## src/sv/rfp_pkg.sv

```systemverilog
// rangefinder frame parser package: constants, state encoding and result type
// used by the interfaces, the parse core, the output stage and the top level
package rfp_pkg;

  localparam int unsigned FRAME_BYTES_DEF = 11;
  localparam int unsigned BYTE_W          = 8;
  localparam int unsigned DIST_W          = 16;
  localparam int unsigned KEPT_BYTES      = 6;

  localparam logic [BYTE_W-1:0] HDR0     = 8'h55;
  localparam logic [BYTE_W-1:0] HDR1     = 8'h0c;
  localparam logic [BYTE_W-1:0] HDR2     = 8'h0b;
  localparam logic [BYTE_W-1:0] SUM_SEED = 8'h6c;

  localparam logic STATUS_OK       = 1'b0;
  localparam logic STATUS_CSUM_ERR = 1'b1;

  localparam logic DIR_FORWARD = 1'b0;

  typedef enum logic [3:0] {
    ST_HUNT0   = 4'b0001,
    ST_HUNT1   = 4'b0010,
    ST_HUNT2   = 4'b0100,
    ST_PAYLOAD = 4'b1000
  } rfp_state_t;

  typedef struct packed {
    logic              frame_status;
    logic [DIST_W-1:0] obstacle_cm;
    logic [DIST_W-1:0] ground_cm;
  } rfp_result_t;

endpackage

```

## src/sv/rfp_ifs.sv

```systemverilog
// valid/ready channel interfaces for the received byte stream and the results
// depends on rfp_pkg for field widths
interface rfp_in_if;
  import rfp_pkg::*;
  logic              valid;
  logic              ready;
  logic [BYTE_W-1:0] rx_byte;
  modport source (output valid, output rx_byte, input ready);
  modport sink (input valid, input rx_byte, output ready);
endinterface

interface rfp_out_if;
  import rfp_pkg::*;
  logic              valid;
  logic              ready;
  logic              frame_status;
  logic [DIST_W-1:0] obstacle_cm;
  logic [DIST_W-1:0] ground_cm;
  modport source (output valid, output frame_status, output obstacle_cm,
                  output ground_cm, input ready);
  modport sink (input valid, input frame_status, input obstacle_cm,
                input ground_cm, output ready);
endinterface

```

## src/sv/rfp_parse_core.sv

```systemverilog
// header hunt, payload capture and additive checksum for one byte per step
// depends on rfp_pkg
module rfp_parse_core #(
  parameter int unsigned FRAME_BYTES = rfp_pkg::FRAME_BYTES_DEF
) (
  input  logic                       clk,
  input  logic                       rst_n,
  input  logic                       step,
  input  logic [rfp_pkg::BYTE_W-1:0] byte_in,
  input  logic                       dir_mode,
  output logic                       res_valid,
  output rfp_pkg::rfp_result_t       res
);
  import rfp_pkg::*;

  localparam int unsigned PAYLOAD_LEN = FRAME_BYTES - 3;
  localparam int unsigned CNT_W       = $clog2(PAYLOAD_LEN);

  rfp_state_t        state_r, state_nxt;
  logic [CNT_W-1:0]  cnt_r, cnt_nxt;
  logic [BYTE_W-1:0] sum_r, sum_nxt;
  logic [BYTE_W-1:0] store_r [KEPT_BYTES];
  logic              is_last;
  logic              csum_ok;

  assign is_last = (cnt_r == CNT_W'(PAYLOAD_LEN - 1));
  assign csum_ok = (sum_r == byte_in);

  always_comb begin
    state_nxt = state_r;
    cnt_nxt   = cnt_r;
    sum_nxt   = sum_r;
    res_valid = 1'b0;
    if (step) begin
      case (state_r)
        ST_HUNT0: begin
          state_nxt = (byte_in == HDR0) ? ST_HUNT1 : ST_HUNT0;
        end
        ST_HUNT1: begin
          state_nxt = (byte_in == HDR1) ? ST_HUNT2 : ST_HUNT0;
        end
        ST_HUNT2: begin
          if (byte_in == HDR2) begin
            state_nxt = ST_PAYLOAD;
            cnt_nxt   = '0;
            sum_nxt   = SUM_SEED;
          end else begin
            state_nxt = ST_HUNT0;
          end
        end
        ST_PAYLOAD: begin
          if (is_last) begin
            res_valid = 1'b1;
            state_nxt = ST_HUNT0;
            cnt_nxt   = '0;
            sum_nxt   = SUM_SEED;
          end else begin
            cnt_nxt = cnt_r + CNT_W'(1);
            sum_nxt = sum_r + byte_in;
          end
        end
        default: begin
          state_nxt = ST_HUNT0;
        end
      endcase
    end
  end

  always_comb begin
    res.frame_status = csum_ok ? STATUS_OK : STATUS_CSUM_ERR;
    res.obstacle_cm  = '0;
    res.ground_cm    = '0;
    if (csum_ok) begin
      res.obstacle_cm = (dir_mode == DIR_FORWARD) ? {store_r[2], store_r[3]}
                                                  : {store_r[4], store_r[5]};
      res.ground_cm   = {store_r[1], store_r[0]};
    end
  end

  always_ff @(posedge clk) begin
    if (!rst_n) begin
      state_r <= ST_HUNT0;
      cnt_r   <= '0;
      sum_r   <= SUM_SEED;
    end else begin
      state_r <= state_nxt;
      cnt_r   <= cnt_nxt;
      sum_r   <= sum_nxt;
    end
  end

  // only the first six payload bytes are ever read
  always_ff @(posedge clk) begin
    for (int i = 0; i < KEPT_BYTES; i++) begin
      if (step && state_r == ST_PAYLOAD && cnt_r == CNT_W'(i)) begin
        store_r[i] <= byte_in;
      end
    end
  end

  a_end_returns_to_hunt: assert property (@(posedge clk) disable iff (!rst_n)
    res_valid |=> (state_r == ST_HUNT0) && (cnt_r == '0) && (sum_r == SUM_SEED))
    else $error("frame end did not return to hunting");

  a_count_idle_outside_payload: assert property (@(posedge clk) disable iff (!rst_n)
    (state_r != ST_PAYLOAD) |-> (cnt_r == '0))
    else $error("byte count nonzero outside payload");

  a_error_zero_fields: assert property (@(posedge clk) disable iff (!rst_n)
    (res_valid && res.frame_status == STATUS_CSUM_ERR)
      |-> (res.obstacle_cm == '0) && (res.ground_cm == '0))
    else $error("checksum error result carries distances");

  a_result_only_at_last: assert property (@(posedge clk) disable iff (!rst_n)
    res_valid |-> $past(state_r) == ST_PAYLOAD || state_r == ST_PAYLOAD)
    else $error("result outside payload");

endmodule

```

## src/sv/rfp_out_stage.sv

```systemverilog
// result register driving the output channel
// depends on rfp_pkg and rfp_out_if
module rfp_out_stage (
  input  logic                 clk,
  input  logic                 rst_n,
  input  logic                 push,
  input  rfp_pkg::rfp_result_t res,
  output logic                 can_load,
  rfp_out_if.source            out_ch
);
  import rfp_pkg::*;

  logic        valid_r, valid_nxt;
  rfp_result_t data_r;

  assign can_load  = !valid_r || out_ch.ready;
  assign valid_nxt = push ? 1'b1 : (out_ch.ready ? 1'b0 : valid_r);

  always_ff @(posedge clk) begin
    if (!rst_n) begin
      valid_r <= 1'b0;
    end else begin
      valid_r <= valid_nxt;
    end
  end

  always_ff @(posedge clk) begin
    if (push) begin
      data_r <= res;
    end
  end

  assign out_ch.valid        = valid_r;
  assign out_ch.frame_status = data_r.frame_status;
  assign out_ch.obstacle_cm  = data_r.obstacle_cm;
  assign out_ch.ground_cm    = data_r.ground_cm;

endmodule

```

## src/sv/rangefinder_frame_parser_top.sv

```systemverilog
// Rangefinder frame parser. Takes one serial byte per item, hunts for the
// header 55 0c 0b, collects FRAME_BYTES-3 payload bytes and emits one result
// per frame: status (0 ok, 1 checksum error), obstacle and ground distance.
// Throughput is one byte per cycle; a byte waits in the input register only
// while the result register holds an untaken result. A result is registered
// once the core takes the last byte. cfg_wdata selects the obstacle bytes
// (0 forward, 1 other direction) and is meant to be written while idle.
module rangefinder_frame_parser_top #(
  parameter int unsigned FRAME_BYTES = rfp_pkg::FRAME_BYTES_DEF
) (
  input  logic      clk,
  input  logic      rst_n,
  rfp_in_if.sink    in_ch,
  rfp_out_if.source out_ch,
  input  logic      cfg_we,
  input  logic      cfg_wdata
);
  import rfp_pkg::*;

  logic              inq_valid_r, inq_valid_nxt;
  logic [BYTE_W-1:0] inq_byte_r;
  logic              dir_mode_r;
  logic              can_load;
  logic              advance;
  logic              in_take;
  logic              res_valid;
  rfp_result_t       res;

  assign advance     = inq_valid_r && can_load;
  assign in_ch.ready = !inq_valid_r || advance;
  assign in_take     = in_ch.valid && in_ch.ready;
  assign inq_valid_nxt = in_take ? 1'b1 : (advance ? 1'b0 : inq_valid_r);

  always_ff @(posedge clk) begin
    if (!rst_n) begin
      inq_valid_r <= 1'b0;
      dir_mode_r  <= DIR_FORWARD;
    end else begin
      inq_valid_r <= inq_valid_nxt;
      if (cfg_we) begin
        dir_mode_r <= cfg_wdata;
      end
    end
  end

  always_ff @(posedge clk) begin
    if (in_take) begin
      inq_byte_r <= in_ch.rx_byte;
    end
  end

  rfp_parse_core #(
    .FRAME_BYTES (FRAME_BYTES)
  ) u_core (
    .clk       (clk),
    .rst_n     (rst_n),
    .step      (advance),
    .byte_in   (inq_byte_r),
    .dir_mode  (dir_mode_r),
    .res_valid (res_valid),
    .res       (res)
  );

  rfp_out_stage u_out (
    .clk      (clk),
    .rst_n    (rst_n),
    .push     (res_valid),
    .res      (res),
    .can_load (can_load),
    .out_ch   (out_ch)
  );

endmodule
```

## src/flat_wrapper.sv

```systemverilog
// flat-port wrapper written by rule: the top's interface ports become plain ports
module rangefinder_frame_parser_top_flat import rfp_pkg::*;
#(
  parameter int unsigned FRAME_BYTES = rfp_pkg::FRAME_BYTES_DEF
)
  (clk, rst_n, cfg_we, cfg_wdata, in_ch_valid, in_ch_rx_byte, in_ch_ready, out_ch_valid, out_ch_frame_status, out_ch_obstacle_cm, out_ch_ground_cm, out_ch_ready);
  rfp_in_if in_ch_i ();
  rfp_out_if out_ch_i ();
  input  logic clk;
  input  logic rst_n;
  input  logic cfg_we;
  input  logic cfg_wdata;
  input wire logic [$bits(in_ch_i.valid)-1:0] in_ch_valid;
  input wire logic [$bits(in_ch_i.rx_byte)-1:0] in_ch_rx_byte;
  output wire logic [$bits(in_ch_i.ready)-1:0] in_ch_ready;
  output wire logic [$bits(out_ch_i.valid)-1:0] out_ch_valid;
  output wire logic [$bits(out_ch_i.frame_status)-1:0] out_ch_frame_status;
  output wire logic [$bits(out_ch_i.obstacle_cm)-1:0] out_ch_obstacle_cm;
  output wire logic [$bits(out_ch_i.ground_cm)-1:0] out_ch_ground_cm;
  input wire logic [$bits(out_ch_i.ready)-1:0] out_ch_ready;
  assign in_ch_i.valid = in_ch_valid;
  assign in_ch_i.rx_byte = in_ch_rx_byte;
  assign in_ch_ready = in_ch_i.ready;
  assign out_ch_valid = out_ch_i.valid;
  assign out_ch_frame_status = out_ch_i.frame_status;
  assign out_ch_obstacle_cm = out_ch_i.obstacle_cm;
  assign out_ch_ground_cm = out_ch_i.ground_cm;
  assign out_ch_i.ready = out_ch_ready;
  rangefinder_frame_parser_top #(.FRAME_BYTES(FRAME_BYTES)) u_core (.clk(clk), .rst_n(rst_n), .in_ch(in_ch_i), .out_ch(out_ch_i), .cfg_we(cfg_we), .cfg_wdata(cfg_wdata));
endmodule
```

## config.mk

```make
export PLATFORM = sky130hd
export DESIGN_NAME = rangefinder_frame_parser_top_flat
export DESIGN_NICKNAME = d
export VERILOG_FILES = /design/src/sv/rfp_pkg.sv /design/src/sv/rfp_ifs.sv /design/src/sv/rfp_parse_core.sv /design/src/sv/rfp_out_stage.sv /design/src/sv/rangefinder_frame_parser_top.sv /design/src/flat_wrapper.sv
export SDC_FILE = /design/constraint.sdc
export NUM_CORES = 1
export LEC_CHECK = 0
export BUFFER_PORTS_ARGS = -buffer_cell sky130_fd_sc_hd__buf_2
export CAP_MARGIN = 10
export CELL_PAD_IN_SITES_DETAIL_PLACEMENT = 2
export CELL_PAD_IN_SITES_GLOBAL_PLACEMENT = 2
export CORE_MARGIN = 2
export CORE_UTILIZATION = 36
export CTS_CLUSTER_DIAMETER = 60
export DETAILED_ROUTE_END_ITERATION = 16
export GPL_TIMING_DRIVEN = 0
export PLACE_DENSITY = 0.74
export SLEW_MARGIN = 15
export SYNTH_ARGS = -nofsm -noshare
export SYNTH_HDL_FRONTEND = slang
export SYNTH_SLANG_ARGS = --single-unit
```

## constraint.sdc

```tcl
create_clock -name clk -period 2.5 [get_ports clk]
set_input_delay 0.25 -clock clk [delete_from_list [all_inputs] [get_ports clk]]
set_output_delay 0.25 -clock clk [all_outputs]
set_load 0.02 [all_outputs]
```

==> results.toml <==
[timing]
timing.fmax_ghz = 0.425
setup_tns_ps = 0
timing.final.ws_setup_ps = 147
finClkSkew_ps = 10.3
worst_pin_slew_ps = 719
fin_crit_sh = 0.941
drv_slew = 0
rsz0062_at_grt = "no"
finalSetupViolations = 0
period_needed_ps = 2350
hold_slack_ps = 65.8
finalHoldViolCount = 0
slew_headroom = 0.520

[worst_hold_path]
whs_endpoint = "u_core.inq_byte_r[4]"
hold_path.class = "input pin to flop"
holdPathStages = 1
hp-start = "in_ch_rx_byte[4]"

[synth]
ys_seq_area_frac = 0.694
ys_ff_latch = 107
syn_inst = 310
dominantRegCellSynth = "edfxtp_1"
syn_area_per_cell_um2 = 14.1
ys_types = 45
synth_area_mm2 = 0.00437
yosys_warnings = 0
synth_edf_count = 89
syn_nets = 338
async_reset_ff_frac = 0

[final_layout]
stdcell_area_mm2 = 0.00525
antenna_cells = 0
drive_gt1_frac = 0.229
layout_common_cells = "edfxtp_1 (89), buf_2 (48), nor2_1 (32)"
final_util = 0.441
syn_to_final_growth_pct = 20.3
final_common_cell = "edfxtp_1"
fin_nets = 408
fillers = 1209

[die]
start_util = 0.367
num_io_pins = 49
dieHeight_um = 114
die_area_mm2 = 0.0130
rows = 40
core_mm2 = 0.0119
chipWidth_um = 114

[global_route]
antenna_found_initial = 0
track_usage = 0.186
grt_max_degree = 18
grt_overflow = 0
grt_pass1_vias = 3019
grt_pass1_wl_um = 17500

[clocking]
numClockSinks = 107
clockBufferDepth = 2
cts_tree = "done"
cts_buffers = 9
insertion_delay_ps = 360
root_buffer = "clkbuf_16"
htreeDepth = 3
path_clk_slew_ps = 70

[worst_setup_path]
reg2reg_from = "u_core.u_core.state_r[1]"
start_kind = "flop"
rrSetupSlack_ps = 150
reg2reg_depth = 6
endpoint_kind = "flop"
cp.arrival_ps = 2420
path_class = "flop to flop"
crit_required_ps = 2570
path_max_fanout = 17
r2r_end = "u_core.u_out.out_ch.obstacle_cm[14]"

[power]
swShare = 0.212
pwr-share-comb = 0.042
p_seq_frac = 0.532
p_sw_uw = 783
internal_power_uw = 2910
cellPowerDensity_mw_per_mm2 = 703
p_leak_uw = 0.00174
ir_drop_v = 0.000233
p_clk_frac = 0.426

[placement]
place_area_mm2 = 0.00479
post-place-ws_ps = -543
io_buffers = 47
place.gp.congestion = 0.798
dp_hpwl_um = 7680

[run]
drv_cap = 0

[drt]
drc = 0
viasPerCell = 5.24
antenna_left = 0
via_count = 2787
drtPass1Iterations = 4
wire_per_inst_um = 21.8
routed_wl_um = 11600
drt_iter0_drc = 147

[outcome]
outcome = "complete, no violations"
-- timing repair --
| item | in CTS | in global routing |
|---|---|---|
| setup buffers | 4 | 8 |
| hold buffers | 0 | 0 |
| endpoints found under the setup margin | 60 | 43 |
| cloned | 1 | 0 |
| gates resized for setup | 5 | 3 |
| pin swaps | 0 | 0 |
| endpoints found under the hold margin | 0 | 0 |
-- power groups by stage --
stage                     combinational (uW)  sequential [uW]  clock (uW)
after floorplan                         81.1             1990           0
after global placement                   110             2020           0
after detailed placement                 117             2020           0
after CTS                                133             1970        1600
after global routing                     171             1970        1670
final                                    156             1970        1570
-- cells in the mapped netlist (6+ instances only) --
library cell	n	area [um2]
nor3_1	7	35.0
edfxtp_1	89	2670
nand2_1	8	30.0
o21ai_0	7	35.0
nor2_1	32	120
and2_1	22	138
ha_1	13	163
nor4_1	6	37.5
nand3_1	9	45.0
dfxtp_1	18	360
clkbuf_1	8	30.0
a21oi_1	12	60.1
mux2i_1	18	180
inv_1	10	37.5
-- cells by family (layout without fill, tap and decap cells) --
| family | after synthesis | count (layout) | share of synthesized area |
|---|---|---|---|
| and+or+nand+nor | 113 | 113 | 0.144 |
| DFF | 107 | 107 | 0.694 |
| AOI/OAI and AO/OA | 32 | 32 | 0.0490 |
| buffers and inverters | 21 | 96 | 0.0183 |
| muxes | 19 | 19 | 0.0447 |
| adders and majority gates | 14 | 14 | 0.0418 |
| xor gates and xnor gates | 4 | 4 | 0.00802 |
-- layout make-up --
cell class	instances	area, um2	share of cell area
repair inverters	1	7.51	0.00143
clock buffers	10	239	0.0455
well taps	147	184	0.0350
repair buffers	59	350	0.0667
multi-input cells	182	1270	0.242
flip-flops and latches	107	3030	0.577
inverters	11	46.3	0.00881
clock inverters	6	86.3	0.0164
plain buffers	9	37.5	0.00715
-- worst max-delay path: stages, from the launching register on --
cell and delay (ps):
dfxtp_1 390, or4b_1 520, buf_2 200, nor2_1 290
nand2_1 290, clkinvlp_4 180, buf_12 160
-- worst max path at each step --
stage | start | end | cells past startpoint
finish | u_core.u_core.state_r[1] | u_core.u_out.out_ch.obstacle_cm[14] | 6
global route | u_core.u_core.state_r[3] | u_core.u_core.store_r[2][0] | 4
CTS | u_core.inq_byte_r[2] | u_core.u_out.out_ch.obstacle_cm[10] | 6
detailed placement | u_core.inq_byte_r[4] | u_core.u_out.out_ch.obstacle_cm[10] | 7
global placement | u_core.u_core.state_r[0] | u_core.u_out.out_ch.obstacle_cm[14] | 5
floorplan | u_core.u_core.state_r[0] | u_core.u_out.out_ch.frame_status | 5
-- flip-flops by register name, indices dropped and copies added (netlist names) --
| signal | cells |
|---|---|
| u_core.inq_valid_r | 1 |
| u_core.dir_mode_r | 1 |
| u_core.u_out.out_ch.valid | 1 |
| u_core.u_core.cnt_r | 3 |
| u_core.u_out.out_ch.ground_cm | 16 |
| u_core.u_out.out_ch.frame_status | 1 |
| u_core.u_core.state_r | 4 |
| u_core.u_out.out_ch.obstacle_cm | 16 |
| u_core.inq_byte_r | 8 |
| u_core.u_core.sum_r | 8 |
| u_core.u_core.store_r | 48 |
-- metal layers --
metal	vias up	routed length, um	global-route usage
met5	-	0	0
met4	0	224	0.0675
met3	17	337	0.0429
met2	56	6190	0.335
met1	1418	4870	0.215
li1	1296	-	-
-- through the flow --
step                      power, uW  cells
final                          3690    532
after global routing           3810    532
after CTS                      3710    524
after detailed placement       2140    504
after global placement         2130    504
after floorplan                2080    310
(Power assumes the default switching activity.)
